$ cat config.mk
export PLATFORM = sky130hd
export DESIGN_NAME = soft_timer_bank
export DESIGN_NICKNAME = d
export VERILOG_FILES = /design/src/hw/rtl/stb_pkg.sv /design/src/hw/rtl/stb_bank.sv /design/src/hw/rtl/soft_timer_bank.sv
export SDC_FILE = /design/constraint.sdc
export NUM_CORES = 1
export LEC_CHECK = 0
export BUFFER_PORTS_ARGS = -buffer_cell sky130_fd_sc_hd__buf_2
export CELL_PAD_IN_SITES_DETAIL_PLACEMENT = 1
export CELL_PAD_IN_SITES_GLOBAL_PLACEMENT = 1
export CORE_UTILIZATION = 47
export CTS_CLUSTER_DIAMETER = 30
export DETAILED_ROUTE_END_ITERATION = 10
export HOLD_SLACK_MARGIN = 0.02
export PLACE_DENSITY = 0.87
export RECOVER_POWER = 25
export SYNTH_ARGS = -nofsm -noshare
export SYNTH_HDL_FRONTEND = slang
export SYNTH_SLANG_ARGS = --single-unit
$ cat constraint.sdc
create_clock -name i_clk -period 5.8 [get_ports i_clk]
set_input_delay 0.87 -clock i_clk [delete_from_list [all_inputs] [get_ports i_clk]]
set_output_delay 0.87 -clock i_clk [all_outputs]
set_load 0.02 [all_outputs]
$ cat src/hw/rtl/stb_pkg.sv
package stb_pkg;

    // bank geometry
    localparam int TIMER_COUNT = 8;
    localparam int COUNT_WIDTH = 32;
    localparam int IDX_W       = (TIMER_COUNT > 1) ? $clog2(TIMER_COUNT) : 1;
    localparam int WALK_W      = $clog2(TIMER_COUNT + 1);

    // transaction field widths
    localparam int OP_W     = 3;
    localparam int ID_W     = 3;
    localparam int PERIOD_W = 32;
    localparam int TIME_W   = 31;
    localparam int ID_EXT_W = (IDX_W > ID_W) ? IDX_W : ID_W;

    // operation codes
    localparam logic [OP_W-1:0] OP_TICK      = 3'd0;
    localparam logic [OP_W-1:0] OP_ONCE      = 3'd1;
    localparam logic [OP_W-1:0] OP_AUTO      = 3'd2;
    localparam logic [OP_W-1:0] OP_STOP      = 3'd3;
    localparam logic [OP_W-1:0] OP_CHECK     = 3'd4;
    localparam logic [OP_W-1:0] OP_READ_TIME = 3'd5;
    localparam logic [OP_W-1:0] OP_ELAPSED   = 3'd6;
    localparam logic [OP_W-1:0] OP_UNUSED    = 3'd7;

    // run-time counter wraps to zero instead of reaching all ones
    localparam logic [TIME_W-1:0] UPTIME_WRAP = {TIME_W{1'b1}};

    // strobe phase
    localparam int             PHASE_W      = 3;
    localparam logic [PHASE_W-1:0] STROBE_EVERY = 3'd5;

    // write command into the timer bank, one entry per cycle
    typedef struct packed {
        logic                   we_rem;
        logic [COUNT_WIDTH-1:0] rem;
        logic                   we_rel;
        logic [COUNT_WIDTH-1:0] rel;
        logic                   we_flag;
        logic                   flag;
        logic                   we_mode;
        logic                   mode;
        logic [IDX_W-1:0]       addr;
    } t_bank_wr;

    // registered read data of one bank entry
    typedef struct packed {
        logic [COUNT_WIDTH-1:0] rem;
        logic [COUNT_WIDTH-1:0] rel;
        logic                   flag;
        logic                   mode;
    } t_bank_rd;

endpackage

$ cat src/hw/rtl/stb_bank.sv
module stb_bank import stb_pkg::*; (
    input  logic             i_clk,
    input  logic             i_rst_n,
    input  t_bank_wr         i_wr,
    input  logic             i_rd_en,
    input  logic [IDX_W-1:0] i_rd_addr,
    output t_bank_rd         o_rd
);

    // counter and period memories, zero until first written
    logic [COUNT_WIDTH-1:0] r_rem_mem [TIMER_COUNT];
    logic [COUNT_WIDTH-1:0] r_rel_mem [TIMER_COUNT];
    logic [TIMER_COUNT-1:0] r_rem_vld;
    logic [TIMER_COUNT-1:0] r_rel_vld;
    logic [TIMER_COUNT-1:0] r_flag;
    logic [TIMER_COUNT-1:0] r_mode;
    t_bank_rd               r_rd;

    always_ff @(posedge i_clk) begin
        if (i_wr.we_rem) begin
            r_rem_mem[i_wr.addr] <= i_wr.rem;
        end
        if (i_wr.we_rel) begin
            r_rel_mem[i_wr.addr] <= i_wr.rel;
        end
    end

    always_ff @(posedge i_clk) begin
        if (!i_rst_n) begin
            r_rem_vld <= '0;
            r_rel_vld <= '0;
            r_flag    <= '0;
            r_mode    <= '0;
        end else begin
            if (i_wr.we_rem) begin
                r_rem_vld[i_wr.addr] <= 1'b1;
            end
            if (i_wr.we_rel) begin
                r_rel_vld[i_wr.addr] <= 1'b1;
            end
            if (i_wr.we_flag) begin
                r_flag[i_wr.addr] <= i_wr.flag;
            end
            if (i_wr.we_mode) begin
                r_mode[i_wr.addr] <= i_wr.mode;
            end
        end
    end

    // registered read port
    always_ff @(posedge i_clk) begin
        if (i_rd_en) begin
            r_rd.rem  <= r_rem_vld[i_rd_addr] ? r_rem_mem[i_rd_addr] : '0;
            r_rd.rel  <= r_rel_vld[i_rd_addr] ? r_rel_mem[i_rd_addr] : '0;
            r_rd.flag <= r_flag[i_rd_addr];
            r_rd.mode <= r_mode[i_rd_addr];
        end
    end

    assign o_rd = r_rd;

endmodule

$ cat src/hw/rtl/soft_timer_bank.sv
// channel  | valid    | stall     | payload
// ---------+----------+-----------+-----------------------------------------------
// request  | i_valid  | o_stall   | i_operation i_timer_id i_period i_last_time
// result   | o_valid  | i_stall   | o_expired o_run_time o_elapsed o_half_second
//
// a tick walks every timer through one shared decrementer: one bank read issued per cycle,
// the write-back of the previous entry overlapped
// a check reads its flag in a state of its own; load, stop, read-time and elapsed go straight to done
// one request at a time: o_stall is high from acceptance until the result is registered
// the result register frees the request side while a finished result waits on i_stall
// synchronous active-low reset clears all timers, flags, modes and the run-time counter
module soft_timer_bank import stb_pkg::*; (
    input  logic                i_clk,
    input  logic                i_rst_n,
    input  logic                i_valid,
    output logic                o_stall,
    input  logic [OP_W-1:0]     i_operation,
    input  logic [ID_W-1:0]     i_timer_id,
    input  logic [PERIOD_W-1:0] i_period,
    input  logic [TIME_W-1:0]   i_last_time,
    output logic                o_valid,
    input  logic                i_stall,
    output logic                o_expired,
    output logic [TIME_W-1:0]   o_run_time,
    output logic [TIME_W-1:0]   o_elapsed,
    output logic                o_half_second
);

    // sequencer states
    localparam logic [1:0] ST_IDLE  = 2'd0;
    localparam logic [1:0] ST_WALK  = 2'd1;
    localparam logic [1:0] ST_CHECK = 2'd2;
    localparam logic [1:0] ST_DONE  = 2'd3;

    logic [1:0]          r_state,  n_state;
    logic [OP_W-1:0]     r_op,     n_op;
    logic [TIME_W-1:0]   r_last,   n_last;
    logic [IDX_W-1:0]    r_cid,    n_cid;
    logic                r_id_ok,  n_id_ok;
    logic                r_exp,    n_exp;
    logic                r_hs,     n_hs;
    logic [WALK_W-1:0]   r_idx,    n_idx;
    logic                r_pend,   n_pend;
    logic [IDX_W-1:0]    r_widx,   n_widx;
    logic [TIME_W-1:0]   r_uptime, n_uptime;
    logic [PHASE_W-1:0]  r_phase,  n_phase;
    logic                r_out_vld, n_out_vld;

    // result register, payload only
    logic                r_o_exp;
    logic [TIME_W-1:0]   r_o_run;
    logic [TIME_W-1:0]   r_o_el;
    logic                r_o_hs;

    t_bank_wr            w_wr;
    t_bank_rd            w_rd;
    logic                w_rd_en;
    logic [IDX_W-1:0]    w_rd_addr;

    logic [ID_EXT_W-1:0]    w_id_ext;
    logic [IDX_W-1:0]       w_id;
    logic                   w_id_ok;
    logic [COUNT_WIDTH-1:0] w_dec;
    logic [TIME_W-1:0]      w_up_inc;
    logic [PHASE_W-1:0]     w_ph_inc;
    logic [TIME_W-1:0]      w_el;
    logic                   w_load;
    logic                   w_walk_more;

    // ids beyond the bank change nothing
    assign w_id_ext = ID_EXT_W'(i_timer_id);
    assign w_id     = w_id_ext[IDX_W-1:0];
    assign w_id_ok  = ({1'b0, w_id_ext} < (ID_EXT_W+1)'(TIMER_COUNT));

    // shared decrementer for the tick walk
    assign w_dec = w_rd.rem - COUNT_WIDTH'(1);

    assign w_up_inc    = r_uptime + TIME_W'(1);
    assign w_ph_inc    = r_phase + PHASE_W'(1);
    assign w_walk_more = (r_idx < WALK_W'(TIMER_COUNT));

    // elapsed with wrap: all-ones minus last is its complement
    assign w_el = (r_uptime >= r_last) ? (r_uptime - r_last) : (~r_last + r_uptime);

    assign w_load = (r_state == ST_DONE) && (!r_out_vld || !i_stall);

    always_comb begin
        n_state   = r_state;
        n_op      = r_op;
        n_last    = r_last;
        n_cid     = r_cid;
        n_id_ok   = r_id_ok;
        n_exp     = r_exp;
        n_hs      = r_hs;
        n_idx     = r_idx;
        n_pend    = r_pend;
        n_widx    = r_widx;
        n_uptime  = r_uptime;
        n_phase   = r_phase;
        w_wr      = '0;
        w_rd_en   = 1'b0;
        w_rd_addr = w_id;

        case (r_state)
            ST_IDLE: begin
                if (i_valid) begin
                    n_op    = i_operation;
                    n_last  = i_last_time;
                    n_cid   = w_id;
                    n_id_ok = w_id_ok;
                    n_exp   = 1'b0;
                    n_hs    = 1'b0;
                    n_state = ST_DONE;
                    w_wr.addr = w_id;
                    case (i_operation)
                        OP_TICK: begin
                            n_idx   = '0;
                            n_pend  = 1'b0;
                            n_state = ST_WALK;
                        end
                        OP_ONCE, OP_AUTO: begin
                            // load counter and period, clear flag, set mode
                            w_wr.we_rem  = w_id_ok;
                            w_wr.rem     = i_period[COUNT_WIDTH-1:0];
                            w_wr.we_rel  = w_id_ok;
                            w_wr.rel     = i_period[COUNT_WIDTH-1:0];
                            w_wr.we_flag = w_id_ok;
                            w_wr.flag    = 1'b0;
                            w_wr.we_mode = w_id_ok;
                            w_wr.mode    = (i_operation == OP_AUTO);
                        end
                        OP_STOP: begin
                            // period is kept
                            w_wr.we_rem  = w_id_ok;
                            w_wr.rem     = '0;
                            w_wr.we_flag = w_id_ok;
                            w_wr.flag    = 1'b0;
                            w_wr.we_mode = w_id_ok;
                            w_wr.mode    = 1'b0;
                        end
                        OP_CHECK: begin
                            w_rd_en = 1'b1;
                            n_state = ST_CHECK;
                        end
                        default: begin
                            n_state = ST_DONE;
                        end
                    endcase
                end
            end
            ST_CHECK: begin
                // return the flag and clear it
                w_wr.addr = r_cid;
                if (r_id_ok && w_rd.flag) begin
                    n_exp        = 1'b1;
                    w_wr.we_flag = 1'b1;
                    w_wr.flag    = 1'b0;
                end
                n_state = ST_DONE;
            end
            ST_WALK: begin
                // issue the next read while writing back the previous entry
                if (w_walk_more) begin
                    w_rd_en   = 1'b1;
                    w_rd_addr = r_idx[IDX_W-1:0];
                    n_idx     = r_idx + WALK_W'(1);
                    n_widx    = r_idx[IDX_W-1:0];
                end
                n_pend    = w_walk_more;
                w_wr.addr = r_widx;
                if (r_pend && (w_rd.rem != '0)) begin
                    w_wr.we_rem = 1'b1;
                    if (w_dec == '0) begin
                        // expiry: flag it, reload in auto mode
                        w_wr.rem     = w_rd.mode ? w_rd.rel : '0;
                        w_wr.we_flag = 1'b1;
                        w_wr.flag    = 1'b1;
                    end else begin
                        w_wr.rem = w_dec;
                    end
                end
                if (!w_walk_more && !r_pend) begin
                    n_uptime = (w_up_inc == UPTIME_WRAP) ? '0 : w_up_inc;
                    if (w_ph_inc >= STROBE_EVERY) begin
                        n_phase = '0;
                        n_hs    = 1'b1;
                    end else begin
                        n_phase = w_ph_inc;
                    end
                    n_state = ST_DONE;
                end
            end
            ST_DONE: begin
                if (w_load) begin
                    n_state = ST_IDLE;
                end
            end
            default: begin
                n_state = ST_IDLE;
            end
        endcase
    end

    always_comb begin
        if (w_load) begin
            n_out_vld = 1'b1;
        end else if (r_out_vld && !i_stall) begin
            n_out_vld = 1'b0;
        end else begin
            n_out_vld = r_out_vld;
        end
    end

    always_ff @(posedge i_clk) begin
        if (!i_rst_n) begin
            r_state   <= ST_IDLE;
            r_idx     <= '0;
            r_pend    <= 1'b0;
            r_uptime  <= '0;
            r_phase   <= '0;
            r_out_vld <= 1'b0;
            r_exp     <= 1'b0;
            r_hs      <= 1'b0;
            r_id_ok   <= 1'b0;
        end else begin
            r_state   <= n_state;
            r_idx     <= n_idx;
            r_pend    <= n_pend;
            r_uptime  <= n_uptime;
            r_phase   <= n_phase;
            r_out_vld <= n_out_vld;
            r_exp     <= n_exp;
            r_hs      <= n_hs;
            r_id_ok   <= n_id_ok;
        end
    end

    // transaction payload, no reset needed
    always_ff @(posedge i_clk) begin
        r_op   <= n_op;
        r_last <= n_last;
        r_cid  <= n_cid;
        r_widx <= n_widx;
        if (w_load) begin
            r_o_exp <= r_exp;
            r_o_run <= r_uptime;
            r_o_el  <= (r_op == OP_ELAPSED) ? w_el : '0;
            r_o_hs  <= r_hs;
        end
    end

    stb_bank u_bank (
        .i_clk     (i_clk),
        .i_rst_n   (i_rst_n),
        .i_wr      (w_wr),
        .i_rd_en   (w_rd_en),
        .i_rd_addr (w_rd_addr),
        .o_rd      (w_rd)
    );

    assign o_stall       = (r_state != ST_IDLE);
    assign o_valid       = r_out_vld;
    assign o_expired     = r_o_exp;
    assign o_run_time    = r_o_run;
    assign o_elapsed     = r_o_el;
    assign o_half_second = r_o_hs;

`ifndef ASSERT_OFF
    // the run-time counter skips the all-ones value
    a_uptime_wrap: assert property (@(posedge i_clk) disable iff (!i_rst_n)
        r_uptime != UPTIME_WRAP)
        else $error("run-time counter reached wrap value");

    // strobe phase stays below the strobe period
    a_phase_range: assert property (@(posedge i_clk) disable iff (!i_rst_n)
        r_phase < STROBE_EVERY)
        else $error("tick phase out of range");

    // the walk never runs past the bank
    a_walk_bound: assert property (@(posedge i_clk) disable iff (!i_rst_n)
        r_idx <= WALK_W'(TIMER_COUNT))
        else $error("tick walk index past bank");

    // a new result only comes out of the done state
    a_result_src: assert property (@(posedge i_clk) disable iff (!i_rst_n)
        $rose(o_valid) |-> $past(r_state) == ST_DONE)
        else $error("result raised outside done state");

    // the bank is written only while a transaction is in flight
    a_write_busy: assert property (@(posedge i_clk) disable iff (!i_rst_n)
        (w_wr.we_rem || w_wr.we_flag) |-> (r_state != ST_DONE))
        else $error("bank written in done state");
`endif

endmodule

==> out/metrics.yaml <==
die:
  initial_utilization_pct: 47.7
  row_count: 96
  die_h_um: 266
  core-area_mm2: 0.0687
  io_pins: 139
  die_area_mm2: 0.0707
  fp.dieW_um: 266
clocking:
  clkLatencyLatePin_ns: 0.77
  tritoncts: "yes"
  post_cts_buffers: 0
  postCtsHoldBufs: 0
  cts.sink_count: 759
  root_buffer: "clkbuf_16"
  cts_buffers: 147
  cts_resized: 0
  path_clk_slew_ns: 0.06
  cts_buffer_depth: 3
  cts.htree.levels: 4
setup_path:
  reg2reg_depth: 11
  ff2ff_setup_slack_ns: 0.83
  crit_path_end_kind: "register"
  path_depth: 11
  critical_path.slowest_cell: "and3_2"
  cp.required_ns: 6.32
  worst_path_largest_cell_delay_ns: 0.92
  crit_chain: "inv_1, ha_1, or3b_2, nor4b_1, o21ai_0, a2111oi_0, and4_1, nand4_1, nor4_4, and3_2, a211o_1"
  path_buf_inv: 1
  critPathMaxFanout: 30
  reg2reg_to: "u_bank.r_rem_mem[1][25]"
  cp_data_arrival_time_ns: 5.49
  crit_path_start_kind: "register"
  cpLargestDelayFamily: "simple AND/OR/NAND/NOR gates"
  worstReg2RegStart: "u_bank.o_rd[34]"
  path_class: "register to register"
sta:
  min_period_ns: 4.97
  relSlewSlack_pct: -158
  max_freq_mhz: 201
  finalHoldViolations: 0
  setup_viol: 0
  min_period_over_period_pct: 85.7
  fin_setup_tns_ns: 0
  clock_skew_ns: 0.0754
  finalMaxSlewViolations: 122
  rsz0062_at_grt: "false"
  tightest_slew_ns: 3.86
route:
  wl_met1_mm: 39.5
  ant_nets: 0
  wl_per_cell_um: 29.4
  viasPerCell: 6.25
  drc: 0
  totalWireLength_mm: 103
  met3_length_mm: 7.49
  dr.max_layer_used: "met5"
  first_pass_iters: 6
  met2_length_mm: 52.2
  via_count: 21800
  drt_iter0_markers: 2344
pwr:
  p_clk_share_pct: 47.5
  p_int_mw: 12.9
  p_sw_mw: 5.14
  netSwitchingFraction_pct: 28.5
  power.density_mw_per_mm2: 456
  pwr-share-comb_pct: 15.0
  finalPower_mw: 18.0
  seqPwrFrac_pct: 37.5
  ir_drop_mv: 0.323
  power.leakage_nw: 13.7
synthesis:
  synth.top_cell.area_share_pct: 62.6
  synth_top_cell_by_area: "edfxtp_1"
  yosys.area_share.simple_pct: 9.69
  ys_seq_area_share_pct: 67.3
  async_flop_share_pct: 0
  ys_ff_latch: 759
  yosys_warnings: 0
  synth_area_leaders: "edfxtp_1 (63%), mux4_2 (9.4%), dfxtp_1 (4.7%)"
  synth_cell_type_count: 73
  synth-xor-area-share_pct: 1.58
  syn-num-nets: 2357
  syn_avg_cell_area_um2: 14.6
  synth_fa_ha_area_share_pct: 1.84
  yosysMostFrequentCell: "edfxtp_1"
  synth_ff_type: "edfxtp_1"
  synth-compound-area-share_pct: 7.75
  synth_top_family_by_area: "simple AND/OR/NAND/NOR gates"
  synth_commonest_cells: "edfxtp_1 (682), nand2_1 (229), mux4_2 (136), nor2_1 (136), a21oi_1 (129)"
  syn-cell-area_mm2: 0.0327
  synth_mux_area_share_pct: 9.66
  syn_inst: 2237
  synth_edf_count: 682
cells_and_area:
  nets: 2566
  antenna_cells: 0
  drive_above_1_share_pct: 19.9
  ff_latch_area_mm2: 0.0220
  n_fill_cell: 6492
  multiInputGateArea_mm2: 0.0102
  syn2layout_area_growth_pct: 20.8
hold_path:
  hold_class: "input pin to register"
  min_path_cells: 1
  min_to: "r_last[9]"
  holdCritStartpoint: "i_last_time[9]"
run_status:
  status: "finished, violations left"
  violations: "max-capacitance violations, max-slew violations"
global_routing:
  track_usage_pct: 29.4
  grt_max_degree: 77
  grt_antenna_before_repair: 1
  grt_pass1_vias: 23700
  grt_overflow: 0
  grt_pass1_wl_mm: 153
job:
  drv_cap: 3
placed_design:
  port_buffers: 138
  hpwl_mm: 57.9
  place.gp.congestion: 0.888
state kept, by name, summed over array words and instances (netlist names), 2 cells and up:
signal / count
o_run_time: 31
r_cid: 3
r_state: 2
r_phase: 3
r_widx: 3
u_bank.r_mode: 8
u_bank.r_rem_vld: 8
r_idx: 4
u_bank.r_rel_vld: 8
u_bank.r_rel_mem: 256
r_last: 31
r_uptime: 31
r_op: 3
u_bank.o_rd: 66
u_bank.r_rem_mem: 256
o_elapsed: 31
u_bank.r_flag: 8
how the worst max path moves through the flow:
stage               startpoint                       to  slack [ns]
2_1_floorplan          i_stall             o_elapsed[0]        1.37
3_5_place_dp   u_bank.o_rd[34]  u_bank.r_rem_mem[5][27]        1.17
3_3_place_gp   u_bank.o_rd[34]  u_bank.r_rem_mem[1][23]        1.47
6_report       u_bank.o_rd[34]  u_bank.r_rem_mem[1][25]        0.83
4_1_cts        u_bank.o_rd[34]  u_bank.r_rem_mem[1][31]        0.94
5_1_grt        u_bank.o_rd[34]  u_bank.r_rem_mem[1][31]        0.75
metal layers:
| layer | vias to the layer above | track usage [%] |
|---|---|---|
| met2 | 1121 | 50.0 |
| met3 | 260 | 5.94 |
| met1 | 11400 | 36.6 |
| met4 | 2 | 12.7 |
| li1 | 9048 | - |
| met5 | - | 0 |
per-stage QoR:
stage	cell area, um2	util [%]	setup WS (ns)	hold WS [ns]	std cells
after floorplan	32700	-	1.37	0.402	2237
after global placement	34700	50.5	1.47	0.421	3228
after detailed placement	34700	50.5	1.17	0.431	3228
after CTS	39700	57.8	0.942	0.280	3493
after global routing	39600	57.6	0.749	0.299	3493
final	39600	57.6	0.831	0.314	3493
power by group through the flow:
stage | sequential, mW | clock [mW] | combinational [mW]
after global routing | 6.78 | 8.82 | 2.87
after CTS | 6.75 | 8.62 | 2.73
final | 6.76 | 8.56 | 2.71
after detailed placement | 6.82 | 0 | 2.64
after floorplan | 6.80 | 0 | 1.73
after global placement | 6.78 | 0 | 2.50
kinds of logic after synthesis:
group / after synthesis
adder cells (fa/ha/maj): 47
buffers and inverters: 187
XOR/XNOR: 59
AO/OA/AOI/OAI: 400
AND/OR/NAND/NOR: 639
flip-flops: 759
multiplexers: 146
cells in the final DEF, fill, tap and decap left out, drive strengths merged, types with 31 or more instances in the layout:
cell      n
o21ai    81
and2     49
buf     102
a21oi   129
nand3    41
edfxtp  682
clkinv   55
nand2   229
clkbuf  250
mux4    136
nor2    137
a21boi   40
inv      80
dfxtp    77
ha       45
a211o    31
nand4    35
xnor2    45
layout make-up:
type                       count  share of cell area (%)
sequential                   759                    55.7
inverter                      65                   0.617
clock buffer                 170                    9.80
timing repair buffer         182                    2.35
tap                          931                    2.94
clock inverter                95                    2.87
multi-input combinational   1291                    25.7
No activity file was read; power rests on OpenSTA's default activity.
